===== src/rtl/tcwc_pkg.sv =====
// ----------------------------------------------------------------------------
// tcwc_pkg
// Shared types and codes of the congestion window controller: item
// function codes, result codes, register indexes, queue entry layout and
// the command and status words between controller and datapath.
// ----------------------------------------------------------------------------
package tcwc_pkg;

  // field widths
  localparam int FUNC_W  = 2;
  localparam int SEQ_W   = 16;
  localparam int SIZE_W  = 11;
  localparam int TIME_W  = 32;
  localparam int WIN_W   = 16;
  localparam int CODE_W  = 3;
  localparam int CFG_IDX_W  = 1;
  localparam int CFG_DATA_W = 16;

  // item function codes
  localparam logic [FUNC_W-1:0] FUNC_PUSH  = 2'd0;
  localparam logic [FUNC_W-1:0] FUNC_ACK   = 2'd1;
  localparam logic [FUNC_W-1:0] FUNC_CHECK = 2'd2;

  // ack result codes
  localparam logic [CODE_W-1:0] ACK_ADVANCED = 3'd0;
  localparam logic [CODE_W-1:0] ACK_FAST_RTX = 3'd1;
  localparam logic [CODE_W-1:0] ACK_DUP      = 3'd2;
  localparam logic [CODE_W-1:0] ACK_STALE    = 3'd3;
  localparam logic [CODE_W-1:0] ACK_NONE     = 3'd4;

  // configuration register indexes
  localparam logic [CFG_IDX_W-1:0] REG_RTO_MS        = 1'd0;
  localparam logic [CFG_IDX_W-1:0] REG_INIT_SSTHRESH = 1'd1;

  // reset values
  localparam logic [WIN_W-1:0] RTO_RESET      = 16'd500;
  localparam logic [WIN_W-1:0] SSTHRESH_RESET = 16'd15360;
  localparam logic [WIN_W-1:0] WIN_MAX        = 16'hFFFF;

  // duplicate count that triggers fast retransmit
  localparam logic [1:0] DUP_LIMIT = 2'd3;

  // one outstanding segment
  typedef struct packed {
    logic [SEQ_W-1:0]  seq;
    logic [SIZE_W-1:0] size;
  } entry_t;

  // controller to datapath
  typedef struct packed {
    logic latch;   // capture the accepted word
    logic rd_en;   // read head entry of the queue
    logic exec;    // run one step of the item
    logic first;   // first step of the item
  } dp_cmd_t;

  // datapath to controller
  typedef struct packed {
    logic pop;     // a segment was retired, fetch the next head
    logic refresh; // push step ran, fetch the head once more
  } dp_stat_t;

endpackage


===== src/rtl/tcwc_datapath.sv =====
// ----------------------------------------------------------------------------
// tcwc_datapath
// Outstanding segment queue, window state and timer. Executes one step of
// an item per command: a push, a duplicate or stale check, one segment pop,
// or a timeout check. Result fields are held for the report cycle.
// ----------------------------------------------------------------------------
module tcwc_datapath #(
  parameter int SEGMENT_BYTES = 1024,
  parameter int QUEUE_DEPTH   = 16
) (
  input  logic                                clk,
  input  logic                                rst_n,
  input  tcwc_pkg::dp_cmd_t                   cmd,
  output tcwc_pkg::dp_stat_t                  stat,
  input  logic                                cfg_we,
  input  logic [tcwc_pkg::CFG_IDX_W-1:0]      cfg_index,
  input  logic [tcwc_pkg::CFG_DATA_W-1:0]     cfg_data,
  input  logic [tcwc_pkg::FUNC_W-1:0]         in_func,
  input  logic [tcwc_pkg::SEQ_W-1:0]          in_seq_num,
  input  logic [tcwc_pkg::SIZE_W-1:0]         in_seg_bytes,
  input  logic [tcwc_pkg::SEQ_W-1:0]          in_ack_num,
  input  logic [tcwc_pkg::TIME_W-1:0]         in_now_ms,
  output logic [tcwc_pkg::CODE_W-1:0]         out_ack_code,
  output logic                                out_timed_out,
  output logic [tcwc_pkg::WIN_W-1:0]          out_cwnd_bytes,
  output logic [tcwc_pkg::WIN_W-1:0]          out_ssthresh_bytes,
  output logic                                out_in_avoidance,
  output logic [tcwc_pkg::SEQ_W-1:0]          out_oldest_seq,
  output logic                                out_queue_empty,
  output logic                                out_queue_full,
  output logic [tcwc_pkg::TIME_W-1:0]         out_send_base
);

  localparam int IDX_W = (QUEUE_DEPTH > 1) ? $clog2(QUEUE_DEPTH) : 1;
  localparam int CNT_W = $clog2(QUEUE_DEPTH + 1);
  localparam logic [IDX_W-1:0] LAST_IDX  = IDX_W'(QUEUE_DEPTH - 1);
  localparam logic [IDX_W:0]   DEPTH_EXT = (IDX_W + 1)'(QUEUE_DEPTH);
  localparam logic [CNT_W-1:0] DEPTH_CNT = CNT_W'(QUEUE_DEPTH);
  localparam logic [tcwc_pkg::WIN_W-1:0] SEG = tcwc_pkg::WIN_W'(SEGMENT_BYTES);

  // captured item word
  logic [tcwc_pkg::FUNC_W-1:0] func_r;
  logic [tcwc_pkg::SEQ_W-1:0]  seq_r;
  logic [tcwc_pkg::SIZE_W-1:0] bytes_r;
  logic [tcwc_pkg::SEQ_W-1:0]  ack_r;
  logic [tcwc_pkg::TIME_W-1:0] now_r;

  // queue storage
  tcwc_pkg::entry_t mem [QUEUE_DEPTH];
  tcwc_pkg::entry_t rd_r;
  logic [IDX_W-1:0] head_r, head_nxt;
  logic [CNT_W-1:0] count_r, count_nxt;
  logic [IDX_W-1:0] tail;
  logic [IDX_W:0]   tail_sum;
  logic             wr_en;

  // window state
  logic [tcwc_pkg::WIN_W-1:0]  cwnd_r, cwnd_nxt;
  logic [tcwc_pkg::WIN_W-1:0]  ssth_r, ssth_nxt;
  logic                        avoid_r, avoid_nxt;
  logic [1:0]                  dup_r, dup_nxt;
  logic [tcwc_pkg::WIN_W-1:0]  cd_r, cd_nxt;
  logic [tcwc_pkg::TIME_W-1:0] acked_r, acked_nxt;
  logic [tcwc_pkg::TIME_W-1:0] ts_r, ts_nxt;
  logic [tcwc_pkg::WIN_W-1:0]  rto_r;

  // result fields
  logic [tcwc_pkg::CODE_W-1:0] code_r, code_nxt;
  logic                        fired_r, fired_nxt;

  // helpers
  logic [tcwc_pkg::WIN_W:0]    grow_sum;
  logic [tcwc_pkg::WIN_W-1:0]  grown;
  logic [tcwc_pkg::WIN_W-1:0]  half;
  logic [tcwc_pkg::WIN_W-1:0]  reduced_ssth;
  logic [tcwc_pkg::WIN_W-1:0]  cd_dec;
  logic [1:0]                  dup_inc;
  logic [tcwc_pkg::TIME_W-1:0] elapsed;
  logic                        q_empty;
  logic                        q_full;
  logic                        pop_ok;

  assign q_empty  = (count_r == '0);
  assign q_full   = (count_r == DEPTH_CNT);
  assign tail_sum = (IDX_W + 1)'(head_r) + (IDX_W + 1)'(count_r);
  assign tail     = (tail_sum >= DEPTH_EXT) ? IDX_W'(tail_sum - DEPTH_EXT)
                                            : IDX_W'(tail_sum);

  // saturating window growth and loss reduction
  assign grow_sum     = {1'b0, cwnd_r} + {1'b0, SEG};
  assign grown        = grow_sum[tcwc_pkg::WIN_W] ? tcwc_pkg::WIN_MAX
                                                  : grow_sum[tcwc_pkg::WIN_W-1:0];
  assign half         = cwnd_r >> 1;
  assign reduced_ssth = (half > SEG) ? half : SEG;
  assign cd_dec       = cd_r - 1'b1;
  assign dup_inc      = dup_r + 1'b1;
  assign elapsed      = now_r - ts_r;
  assign pop_ok       = !q_empty && (rd_r.seq < ack_r);

  // one step of the current item
  always_comb begin
    head_nxt  = head_r;
    count_nxt = count_r;
    cwnd_nxt  = cwnd_r;
    ssth_nxt  = ssth_r;
    avoid_nxt = avoid_r;
    dup_nxt   = dup_r;
    cd_nxt    = cd_r;
    acked_nxt = acked_r;
    ts_nxt    = ts_r;
    code_nxt  = code_r;
    fired_nxt = fired_r;
    wr_en     = 1'b0;
    stat      = '0;
    if (cmd.exec) begin
      fired_nxt = 1'b0;
      code_nxt  = tcwc_pkg::ACK_NONE;
      case (func_r)
        tcwc_pkg::FUNC_PUSH: begin
          if (!q_full) begin
            wr_en     = 1'b1;
            count_nxt = count_r + 1'b1;
          end
          stat.refresh = 1'b1;
        end
        tcwc_pkg::FUNC_ACK: begin
          if (cmd.first && q_empty) begin
            code_nxt = tcwc_pkg::ACK_STALE;
          end else if (cmd.first && ack_r == rd_r.seq) begin
            // duplicate, third one cuts the window
            if (dup_inc == tcwc_pkg::DUP_LIMIT) begin
              ssth_nxt  = reduced_ssth;
              cwnd_nxt  = SEG;
              avoid_nxt = 1'b0;
              dup_nxt   = '0;
              code_nxt  = tcwc_pkg::ACK_FAST_RTX;
            end else begin
              dup_nxt  = dup_inc;
              code_nxt = tcwc_pkg::ACK_DUP;
            end
          end else if (cmd.first && ack_r < rd_r.seq) begin
            code_nxt = tcwc_pkg::ACK_STALE;
          end else if (pop_ok) begin
            // retire the head segment; grow the window in slow start, or in avoidance once the countdown runs out
            acked_nxt = acked_r + tcwc_pkg::TIME_W'(rd_r.size);
            cd_nxt    = cd_dec;
            if (!avoid_r) begin
              cwnd_nxt = grown;
              if (grown >= ssth_r) begin
                avoid_nxt = 1'b1;
                cd_nxt    = grown;
              end
            end else if (cd_dec == '0) begin
              cwnd_nxt = grown;
              cd_nxt   = grown;
            end
            head_nxt  = (head_r == LAST_IDX) ? '0 : head_r + 1'b1;
            count_nxt = count_r - 1'b1;
            stat.pop  = 1'b1;
          end else begin
            ts_nxt   = now_r;
            code_nxt = tcwc_pkg::ACK_ADVANCED;
          end
        end
        tcwc_pkg::FUNC_CHECK: begin
          if (now_r >= ts_r && elapsed >= tcwc_pkg::TIME_W'(rto_r)) begin
            fired_nxt = 1'b1;
            ssth_nxt  = reduced_ssth;
            cwnd_nxt  = SEG;
            avoid_nxt = 1'b0;
            dup_nxt   = '0;
          end
        end
        default: begin
          fired_nxt = 1'b0;
        end
      endcase
    end
  end

  // item capture
  always_ff @(posedge clk) begin
    if (cmd.latch) begin
      func_r  <= in_func;
      seq_r   <= in_seq_num;
      bytes_r <= in_seg_bytes;
      ack_r   <= in_ack_num;
      now_r   <= in_now_ms;
    end
  end

  // queue memory, one write and one registered read port
  always_ff @(posedge clk) begin
    if (wr_en) begin
      mem[tail] <= '{seq: seq_r, size: bytes_r};
    end
    if (cmd.rd_en) begin
      rd_r <= mem[head_r];
    end
  end

  // result fields
  always_ff @(posedge clk) begin
    code_r  <= code_nxt;
    fired_r <= fired_nxt;
  end

  // control state; the threshold register only matters through reset,
  // which restores its default, so a write to it is taken and dropped
  always_ff @(posedge clk) begin
    if (!rst_n) begin
      head_r  <= '0;
      count_r <= '0;
      cwnd_r  <= SEG;
      ssth_r  <= tcwc_pkg::SSTHRESH_RESET;
      avoid_r <= 1'b0;
      dup_r   <= '0;
      cd_r    <= '0;
      acked_r <= '0;
      ts_r    <= '0;
      rto_r   <= tcwc_pkg::RTO_RESET;
    end else begin
      head_r  <= head_nxt;
      count_r <= count_nxt;
      cwnd_r  <= cwnd_nxt;
      ssth_r  <= ssth_nxt;
      avoid_r <= avoid_nxt;
      dup_r   <= dup_nxt;
      cd_r    <= cd_nxt;
      acked_r <= acked_nxt;
      ts_r    <= ts_nxt;
      if (cfg_we && cfg_index == tcwc_pkg::REG_RTO_MS) begin
        rto_r <= cfg_data;
      end
    end
  end

  // result word
  assign out_ack_code       = code_r;
  assign out_timed_out      = fired_r;
  assign out_cwnd_bytes     = cwnd_r;
  assign out_ssthresh_bytes = ssth_r;
  assign out_in_avoidance   = avoid_r;
  assign out_oldest_seq     = q_empty ? '0 : rd_r.seq;
  assign out_queue_empty    = q_empty;
  assign out_queue_full     = q_full;
  assign out_send_base      = acked_r;

endmodule


===== src/rtl/tcwc_ctrl.sv =====
// ----------------------------------------------------------------------------
// tcwc_ctrl
// Sequencer of the congestion window controller. Steps each item through
// head fetch and execute, refreshes the head after a push, loops once per
// retired segment, and raises the result strobe for one cycle.
// ----------------------------------------------------------------------------
module tcwc_ctrl (
  input  logic               clk,
  input  logic               rst_n,
  input  logic               start,
  output logic               busy,
  output logic               out_valid,
  output tcwc_pkg::dp_cmd_t  cmd,
  input  tcwc_pkg::dp_stat_t stat
);

  typedef enum logic [4:0] {
    S_IDLE    = 5'b00001,
    S_READ    = 5'b00010,
    S_EXEC    = 5'b00100,
    S_REFRESH = 5'b01000,
    S_REPORT  = 5'b10000
  } state_t;

  state_t state_r, state_nxt;
  logic   first_r, first_nxt;
  logic   accept;

  // a new word may enter while the previous result is shown
  assign busy   = !(state_r == S_IDLE || state_r == S_REPORT);
  assign accept = start && !busy;

  // next state
  always_comb begin
    state_nxt = state_r;
    first_nxt = first_r;
    unique case (state_r)
      S_IDLE, S_REPORT: begin
        if (accept) begin
          state_nxt = S_READ;
          first_nxt = 1'b1;
        end else begin
          state_nxt = S_IDLE;
        end
      end
      S_READ: begin
        state_nxt = S_EXEC;
      end
      S_EXEC: begin
        first_nxt = 1'b0;
        if (stat.pop) begin
          state_nxt = S_READ;
        end else if (stat.refresh) begin
          state_nxt = S_REFRESH;
        end else begin
          state_nxt = S_REPORT;
        end
      end
      S_REFRESH: begin
        state_nxt = S_REPORT;
      end
      default: begin
        state_nxt = S_IDLE;
      end
    endcase
  end

  always_ff @(posedge clk) begin
    if (!rst_n) begin
      state_r <= S_IDLE;
      first_r <= 1'b0;
    end else begin
      state_r <= state_nxt;
      first_r <= first_nxt;
    end
  end

  // datapath commands
  assign cmd.latch = accept;
  assign cmd.rd_en = (state_r == S_READ) || (state_r == S_REFRESH);
  assign cmd.exec  = (state_r == S_EXEC);
  assign cmd.first = first_r;
  assign out_valid = (state_r == S_REPORT);

endmodule


===== src/rtl/tcp_congestion_window_control_top.sv =====
// ----------------------------------------------------------------------------
// tcp_congestion_window_control_top
// From accept, each item steps through head fetch and execute; an ack repeats
// head fetch and update per retired segment (through the single queue read
// port), and a push adds a head refresh. A new word is taken in the result
// cycle, so a word waits for the result before it. Results cannot be stalled.
// Synchronous active-low reset: empty queue, cwnd one segment, ssthresh and
// timeout at their defaults.
// ----------------------------------------------------------------------------
module tcp_congestion_window_control_top #(
  parameter int SEGMENT_BYTES = 1024,
  parameter int QUEUE_DEPTH   = 16
) (
  input  logic                                clk,
  input  logic                                rst_n,
  input  logic                                start,
  output logic                                busy,
  input  logic [tcwc_pkg::FUNC_W-1:0]         in_func,
  input  logic [tcwc_pkg::SEQ_W-1:0]          in_seq_num,
  input  logic [tcwc_pkg::SIZE_W-1:0]         in_seg_bytes,
  input  logic [tcwc_pkg::SEQ_W-1:0]          in_ack_num,
  input  logic [tcwc_pkg::TIME_W-1:0]         in_now_ms,
  output logic                                out_valid,
  output logic [tcwc_pkg::CODE_W-1:0]         out_ack_code,
  output logic                                out_timed_out,
  output logic [tcwc_pkg::WIN_W-1:0]          out_cwnd_bytes,
  output logic [tcwc_pkg::WIN_W-1:0]          out_ssthresh_bytes,
  output logic                                out_in_avoidance,
  output logic [tcwc_pkg::SEQ_W-1:0]          out_oldest_seq,
  output logic                                out_queue_empty,
  output logic                                out_queue_full,
  output logic [tcwc_pkg::TIME_W-1:0]         out_send_base,
  input  logic                                cfg_valid,
  output logic                                cfg_ready,
  input  logic [tcwc_pkg::CFG_IDX_W-1:0]      cfg_index,
  input  logic [tcwc_pkg::CFG_DATA_W-1:0]     cfg_data
);

  tcwc_pkg::dp_cmd_t  cmd;
  tcwc_pkg::dp_stat_t stat;

  // registers are to be written only while idle; the block does not enforce it, so the port never waits
  assign cfg_ready = 1'b1;

  tcwc_ctrl u_ctrl (
    .clk       (clk),
    .rst_n     (rst_n),
    .start     (start),
    .busy      (busy),
    .out_valid (out_valid),
    .cmd       (cmd),
    .stat      (stat)
  );

  tcwc_datapath #(
    .SEGMENT_BYTES (SEGMENT_BYTES),
    .QUEUE_DEPTH   (QUEUE_DEPTH)
  ) u_datapath (
    .clk                (clk),
    .rst_n              (rst_n),
    .cmd                (cmd),
    .stat               (stat),
    .cfg_we             (cfg_valid && cfg_ready),
    .cfg_index          (cfg_index),
    .cfg_data           (cfg_data),
    .in_func            (in_func),
    .in_seq_num         (in_seq_num),
    .in_seg_bytes       (in_seg_bytes),
    .in_ack_num         (in_ack_num),
    .in_now_ms          (in_now_ms),
    .out_ack_code       (out_ack_code),
    .out_timed_out      (out_timed_out),
    .out_cwnd_bytes     (out_cwnd_bytes),
    .out_ssthresh_bytes (out_ssthresh_bytes),
    .out_in_avoidance   (out_in_avoidance),
    .out_oldest_seq     (out_oldest_seq),
    .out_queue_empty    (out_queue_empty),
    .out_queue_full     (out_queue_full),
    .out_send_base      (out_send_base)
  );

endmodule


===== config.mk =====
export PLATFORM = sky130hd
export DESIGN_NAME = tcp_congestion_window_control_top
export DESIGN_NICKNAME = d
export VERILOG_FILES = /design/src/rtl/tcwc_pkg.sv /design/src/rtl/tcwc_datapath.sv /design/src/rtl/tcwc_ctrl.sv /design/src/rtl/tcp_congestion_window_control_top.sv
export SDC_FILE = /design/constraint.sdc
export NUM_CORES = 1
export LEC_CHECK = 0
export BUFFER_PORTS_ARGS = -buffer_cell sky130_fd_sc_hd__buf_2
export CAP_MARGIN = 20
export CELL_PAD_IN_SITES_DETAIL_PLACEMENT = 1
export CELL_PAD_IN_SITES_GLOBAL_PLACEMENT = 2
export CORE_UTILIZATION = 47
export CTS_CLUSTER_SIZE = 30
export DETAILED_ROUTE_END_ITERATION = 10
export GPL_ROUTABILITY_DRIVEN = 0
export HOLD_SLACK_MARGIN = 0.06
export PLACE_DENSITY = 0.83
export SYNTH_ARGS = -nofsm -noshare
export SYNTH_HDL_FRONTEND = slang
export SYNTH_HIERARCHICAL = 1
export SYNTH_SLANG_ARGS = --single-unit
export TNS_END_PERCENT = 5

===== constraint.sdc =====
create_clock -name clk -period 10.6 [get_ports clk]
set_input_delay 1.06 -clock clk [delete_from_list [all_inputs] [get_ports clk]]
set_output_delay 1.06 -clock clk [all_outputs]
set_load 0.01 [all_outputs]

### Word-level counts from Yosys, hierarchy flattened

Memory sizes are Yosys's and may differ from the RTL's. A register that Yosys moved wholly into a read port is not among the register bits.
Cells that the tools add are included.

| storage, ports and cells | value |
|---|---|
| register bits after elaboration | 227 |
| bits in latches | 0 |
| bits in writable memories | 432 |
| ROM bits | 0 |
| bits of input ports | 98 |
| output and inout port bits | 90 |
| logic and storage cells | 158 |
| memories kept | 1 |

| operators by class | value |
|---|---|
| add/subtract/negate cells | 10 |
| $mul | 0 |
| divide/modulo/power cells | 0 |
| $lt $le $gt $ge | 7 |
| equality and inequality tests | 24 |
| shifts and indexed selects | 0 |
| mux-type cells | 66 |
| bitwise logic cells | 5 |
| reduce and logical (&&, ||, !) cells | 26 |

Memory list:

| memory | depth | bits a word | read ports | clocked after Yosys merged registers in | write ports | RTL line | source |
|---|---|---|---|---|---|---|---|
| u_datapath.mem | 16 | 27 | 1 | 1 | 1 | tcwc_datapath.sv:49 | `tcwc_pkg::entry_t mem [QUEUE_DEPTH];` |

Operators with widths:

| operator | count |
|---|---|
| $mux 16 | 17 |
| $pmux 16 s2 | 2 |
| $mux 5 | 7 |
| $add 32x11->32 | 1 |
| $ge 32x16->1 | 1 |
| $ge 32x32->1 | 1 |
| $lt 16x16->1 | 2 |
| $sub 32x32->32 | 1 |
| $mux 1 | 21 |
| $pmux 5 s4 | 1 |
| $reduce_and 6->1 | 3 |
| $add 16x11->17 const B | 1 |
| $eq 16x16->1 | 1 |
| $ge 16x16->1 | 1 |
| $logic_not 16->1 | 1 |
| $sub 16x1->16 const B | 1 |
| $gt 15x11->1 const B | 1 |
| $mux 15 | 1 |
| $mux 2 | 7 |
| $reduce_and 7->1 | 2 |
| $mux 3 | 4 |
| $eq 5x5->1 const B | 2 |
| $ne 2x1->1 const B | 5 |
| $pmux 5 s2 | 1 |
| other kinds (33) | 53 |

### Depth between registers and ports, before layout

| depth | value |
|---|---|
| word-level depth | 12 |
| gate-level depth with buffers | 22 |
| gate-level depth less buffers | 20 |

### Cells and area by module

The synthesis kept the hierarchy.

Modules (own cells, without submodules):

| module | instances | cells an instance | area each (µm²) | sequential area each (µm²) |
|---|---|---|---|---|
| tcwc_datapath | 1 | 2135 | 29930.0 | 18998.2 |
| tcwc_ctrl | 1 | 41 | 344.1 | 120.1 |
| tcp_congestion_window_control_top | 1 | 2 | 11.3 | 0.0 |

### Least setup slack after synthesis

OpenSTA, ideal clock, no wires.

| path | value |
|---|---|
| path type | flip-flop to flip-flop |
| from | register u_datapath/now_r[0] (netlist name) |
| to | register u_datapath.cwnd_r (netlist bit u_datapath/out_cwnd_bytes[5]) |
| library setup time | 119 ps |
| arrival | 4448 ps |
| required time | 10481 ps |
| slack | 6033 ps |
| cell stages (with the launch flop) | 22 |
| buffers on the path | 1 |
| period minus slack after synthesis | 4567 ps |
| path through | edfxtp_1 inv_1 ha_1 fa_1 nand2b_1 a21oi_1 o21ai_0 nand2_1 a31oi_1 xnor2_1 ha_1 a21o_1 a21oi_1 o221ai_1 nor4_1 o211a_1 o2111ai_1 or4_4 o41a_4 and3_1 buf_2 o221a_2 |

| on the way | value |
|---|---|
| word-level cells in the longest chain between the ends | 5 |
| elaborated cells between the ends (all ways) | 6 |
| those cells by class | 1 x add/sub; 2 x order compare; 1 x eq/ne; 2 x reduce/logical |

Ends and longest elaborated chain:

| element | RTL line | source |
|---|---|---|
| from (decl) | tcwc_datapath.sv:46 | `logic [tcwc_pkg::TIME_W-1:0] now_r;` |
| from (signal assigned) | tcwc_datapath.sv:188 | `now_r <= in_now_ms;` |
| $sub 32x32->32 | tcwc_datapath.sv:97 | `assign elapsed = now_r - ts_r;` |
| $ge 32x16->1 | tcwc_datapath.sv:166 | `if (now_r >= ts_r && elapsed >= tcwc_pkg::TIME_W'(rto_r)) begin` |
| $logic_and 1x1->1 (*) | tcwc_datapath.sv:166 |  |
| $ne 2x1->1 (no line) (*) | n/a |  |
| $reduce_and 8->1 (no line) (*) | n/a |  |
| to (signal assigned) | tcwc_datapath.sv:225 | `cwnd_r <= cwnd_nxt;` |
| to (decl) | tcwc_datapath.sv:58 | `logic [tcwc_pkg::WIN_W-1:0] cwnd_r, cwnd_nxt;` |

Mark *: on every way between the ends. The rest lies on a longest branch, timed or not.
A chain may end at the register's enable or synchronous reset.

### Final worst setup path

| path | value |
|---|---|
| from | register u_datapath/now_r[0] (netlist name) |
| to | register u_datapath.cwnd_r (netlist bit u_datapath/out_cwnd_bytes[10]) |

The elaborated chain is that of the path after synthesis.

==> results.txt <==
The run finished with clean final reports. On the critical path the largest part of the delay comes from compound AO/OA/AOI/OAI gates. After Yosys synthesis, and, or, nand and nor cells account for 8.676% of the synthesized area. The later-pin clock latency in the skew report came out at 0.62 ns.

The highest achievable clock rate is 186.8 MHz. The number of antenna violations at the first check in global routing came out at 0. The clock arrives with 0.03129 ns of skew. The top fanout value on the critical path came out at 16. The area growth from synthesis to final layout came out at 13.78%. The worst setup margin is 5.248 ns. The net switching share of the total power came out at 22.33%. The critical path arrival came out at 5.86 ns.

The HPWL after detailed placement is 50130 um. Internal power comes to 0.004435 W. The total design power is 0.005710 W. The slowest stage of the critical path is the sky130_fd_sc_hd__o41a_4 cell. The quantity of I/O buffers inserted on ports is 185. The first-pass iteration count of the detailed router is 5.

The largest net degree at the start of global routing is 73. The uppermost metal layer occupied by signal nets is met4. The longest clock path from root to sink contains 3 buffers. The number of buffers and inverters on the critical path came out at 1. The average wire per standard cell came out at 24.03 um. The synthesized-area fraction occupied by ao, oa, aoi and oai cells is 7.916%. The number of antenna diodes in the final layout is 0. sky130_fd_sc_hd__edfxtp_1 takes more of the synthesized area than any other cell. The total congestion overflow came out at 0. The fraction of final layout cells with drive strength greater than 1 is 21.35%.

The number of primary I/O pins is 188. After detailed routing, the met3 layer carries 3352 um of wire. The final total negative setup slack is 0 ns. Walking the worst path, the cells encountered are inv_1, ha_1, fa_1, nand2b_1, a21oi_1, o21ai_0, nand2_1, a31oi_1, xnor2_1, ha_1, a21o_1, a21oi_1, o221ai_1, nor4_1, o211a_1, o2111ai_1, or4_4, o41a_4, nand2_2, mux2_2. The vertical die dimension is 255.8 um. TritonCTS built the clock tree. The slew at the pin with the worst max-slew slack is 1.097 ns. Dividing total power by cell area gives a power density of 165.7 mW/mm2. The synthesized netlist cell count is 2178. In this run the tightest slew margin relative to its limit is 26.78%.

The mapped netlist covers 0.03029 mm2. The stage delay of the slowest cell on the critical path came out at 0.54 ns. The root buffer selected by CTS is sky130_fd_sc_hd__clkbuf_16. The effective utilization at floorplan is 47.75%. The kind of launch point of the worst setup path is a flop.

The post-cts resize count came out at 0. The remaining design rule violation count is 0. After the first detailed-routing iteration, the DRC count stood at 1360. The critical path is of the reg -> reg type. The number of max-cap violations is 0.

The final setup violation count is 0. The post-synthesis sequential area ratio came out at 63.13%. The placement-stage worst setup slack is 5.261 ns. In the detailed route, the total length drawn on met2 is 39760 um. The worst setup path is captured at a flop.

The final critical path time including I/O delays and setup came out at 5.352 ns. The flop and latch count out of synthesis is 685. The number of endpoints with negative hold slack in the final report is 0. Setup repair after global routing left no endpoint under its margin.

The clock network fraction of total power is 43.0%. The path class of the tightest hold or removal check is reg -> reg. The worst path required time came out at 11.10 ns.

VDD sags by at most 144.5 uV. The total via count after detailed routing is 18970. Of the post-synthesis cell area, the part taken by muxes is 10.80%.

After clock tree synthesis, the clock-pin slew on the worst setup and hold paths is 0.06 ns. After synthesis, the share of flip-flops with an asynchronous set or reset is 0%. A synthesized cell averages 13.91 um2. The row count came out at 92. The full die area came out at 0.06546 mm2. The number of nets in the synthesized netlist is 2383. The final-report max-slew violation count is 0. The wire length of the first global-routing pass is 120400 um. The synthesized-area fraction occupied by xor and xnor cells is 1.822%. The H-tree generated during clock tree synthesis spans 3 levels. The via count of the first global-routing pass is 20080. Sequential cells account for 52.4% of the total power. The number of nets with antenna violations after detailed routing came out at 0. The fraction of post-synthesis cell area in the top cell type by area is 53.54%. The share of the clock period used by the worst path is 50.49%. For this run, the number of Yosys warnings is 6.

The number of flops mapped to enable cells by yosys is 540. The most used flip-flop cell after synthesis is sky130_fd_sc_hd__edfxtp_1. The number of vias per cell is 5.796.

After the last flow step, the layout net total stands at 2575. The count of different cell masters after synthesis is 88. The share of synthesized cell area in full adder, half adder and majority cells is 4.520%. Global routing consumed, over all layers together, 24.07% of the routing resources. The net load switching power is 0.001275 W. The number of CTS-inserted buffers came out at 72. Post-CTS timing repair inserted 0 buffers for setup. The leakage power of the design came out at 12.02 nW.

Once layout is done, the placed cells without fillers occupy 0.03446 mm2. The relative contribution of combinational cells to total power came out at 4.6%. In this run the cell area measured after placement is 0.03216 mm2. By area, the combinational part of the netlist is dominated by multiplexers.

Sorting the synthesized cells by area gives the leading types as sky130_fd_sc_hd__edfxtp_1 54%, sky130_fd_sc_hd__mux4_2 10%, sky130_fd_sc_hd__dfxtp_1 9.6%. After detailed routing, the total wire length is 78620 um. The width of the chip came out at 255.8 um. The core footprint came out at 0.06343 mm2.

The total clock sinks came out at 685. After filler insertion, the fill cell instance count of the layout stands at 6232. The post-cts hold buffer count is 0.

The wire length the detailed router placed on met1 is 33510 um.
sequential cells by signal, summed over array words and instances, names as in the netlist, 15 cells and up:
signal	flops
u_datapath/seq_r	16
u_datapath/ack_r	16
u_datapath/ts_r	32
u_datapath/now_r	32
u_datapath/mem	432
u_datapath/out_cwnd_bytes	16
u_datapath/cd_r	16
u_datapath/out_ssthresh_bytes	15
u_datapath/rto_r	16
u_datapath/out_send_base	32
u_datapath/rd_r	27
synth_stat cells (all sizes together) (6+ instances only):
| cell type | n |
|---|---|
| a21o | 27 |
| a21oi | 152 |
| a31oi | 14 |
| and2 | 8 |
| and3 | 9 |
| buf | 35 |
| clkbuf | 69 |
| dfxtp | 145 |
| edfxtp | 540 |
| ha | 103 |
| inv | 128 |
| mux2i | 22 |
| mux4 | 135 |
| nand2 | 227 |
| nand2b | 18 |
| nand3 | 38 |
| nand4 | 24 |
| nor2 | 113 |
| nor2b | 16 |
| nor3 | 32 |
| nor4 | 21 |
| o211a | 7 |
| o211ai | 16 |
| o21a | 11 |
| o21ai | 74 |
| o221a | 12 |
| o22ai | 6 |
| or2 | 6 |
| or3 | 23 |
| xnor2 | 42 |
| xor2 | 21 |
tightest hold or removal path: stages, from the launching register on:
cell	delay, ns
sky130_fd_sc_hd__dfxtp_1	0.31
sky130_fd_sc_hd__nand2_1	0.05
sky130_fd_sc_hd__a21oi_1	0.05
placed cells by master (no fill, tap or decap), types with 9 or more instances in the layout:
cell type / Yosys / layout
sky130_fd_sc_hd__a21o_1: 27 / 27
sky130_fd_sc_hd__a21oi_1: 150 / 150
sky130_fd_sc_hd__a31oi_1: 14 / 14
sky130_fd_sc_hd__and3_1: 9 / 9
sky130_fd_sc_hd__buf_2: 16 / 185
sky130_fd_sc_hd__buf_4: 5 / 37
sky130_fd_sc_hd__clkbuf_1: 68 / 16
sky130_fd_sc_hd__clkbuf_16: 0 / 74
sky130_fd_sc_hd__clkinv_1: 0 / 14
sky130_fd_sc_hd__clkinv_2: 0 / 14
sky130_fd_sc_hd__dfxtp_1: 145 / 142
sky130_fd_sc_hd__edfxtp_1: 540 / 540
sky130_fd_sc_hd__ha_1: 103 / 103
sky130_fd_sc_hd__inv_1: 127 / 127
sky130_fd_sc_hd__mux2i_1: 22 / 22
sky130_fd_sc_hd__mux4_2: 135 / 135
sky130_fd_sc_hd__nand2_1: 226 / 226
sky130_fd_sc_hd__nand2b_1: 18 / 18
sky130_fd_sc_hd__nand3_1: 38 / 38
sky130_fd_sc_hd__nand4_1: 23 / 23
sky130_fd_sc_hd__nor2_1: 113 / 97
sky130_fd_sc_hd__nor2_2: 0 / 16
sky130_fd_sc_hd__nor2b_1: 16 / 15
sky130_fd_sc_hd__nor3_1: 32 / 31
sky130_fd_sc_hd__nor4_1: 19 / 18
sky130_fd_sc_hd__o211ai_1: 14 / 14
sky130_fd_sc_hd__o21a_1: 11 / 11
sky130_fd_sc_hd__o21ai_0: 72 / 72
sky130_fd_sc_hd__o221a_2: 11 / 11
sky130_fd_sc_hd__or3_1: 23 / 23
sky130_fd_sc_hd__xnor2_1: 42 / 42
sky130_fd_sc_hd__xor2_1: 21 / 21
per-layer routing:
| metal | vias up | global-route usage, % |
|---|---|---|
| met3 | 127 | 3.624 |
| met4 | 0 | 6.969 |
| met1 | 9748 | 31.48 |
| met5 | - | 0 |
| met2 | 479 | 41.60 |
| li1 | 8611 | - |
kinds of logic after synthesis:
kind of cell	Yosys count
flip-flops	685
AO/OA/AOI/OAI	374
multiplexers	158
AND/OR/NAND/NOR	557
XOR/XNOR	63
buffers and inverters	232
adder cells (fa/ha/maj)	107
other	2
stage by stage:
stage	utilization [%]	hold WS [ns]	instances
after floorplan	-	0.4363	2178
after global placement	50.71	0.4417	3142
after detailed placement	50.71	0.4486	3142
after CTS	54.33	0.4566	3272
after global routing	54.33	0.4813	3272
final	54.33	0.4558	3272
final timing paths:
path | from | endpoint | slack [ns] | cells after the start
worst min-delay path | u_datapath/ts_r[26] | u_datapath/ts_r[26] | 0.46 | 2
worst max-delay path | u_datapath/now_r[0] | u_datapath/out_cwnd_bytes[10] | 5.25 | 20
worst max register to register | u_datapath/now_r[0] | u_datapath/out_cwnd_bytes[10] | 5.25 | 20
worst min register to register | u_datapath/ts_r[26] | u_datapath/ts_r[26] | 0.46 | 2
final cells by class:
cell class / instances / area, um2 / area share, %
clock buffer: 90 / 1912 / 5.548
multi-input combinational: 1261 / 10290 / 29.88
tap: 846 / 1059 / 3.072
sequential: 685 / 19130 / 55.51
inverter: 128 / 480.5 / 1.394
clock inverter: 40 / 382.9 / 1.111
timing repair buffer: 222 / 1204 / 3.493
power groups by stage:
stage / Clock, W / Sequential, W / Combinational (W)
3_3_place_gp: 0 / 0.00304 / 0.000252
3_5_place_dp: 0 / 0.00305 / 0.000261
4_1_cts: 0.00251 / 0.00299 / 0.000263
6_report: 0.00245 / 0.00299 / 0.000261
2_1_floorplan: 0 / 0.00303 / 0.000175
5_1_grt: 0.00260 / 0.00300 / 0.000290
No activity file was read; power rests on OpenSTA's default activity.
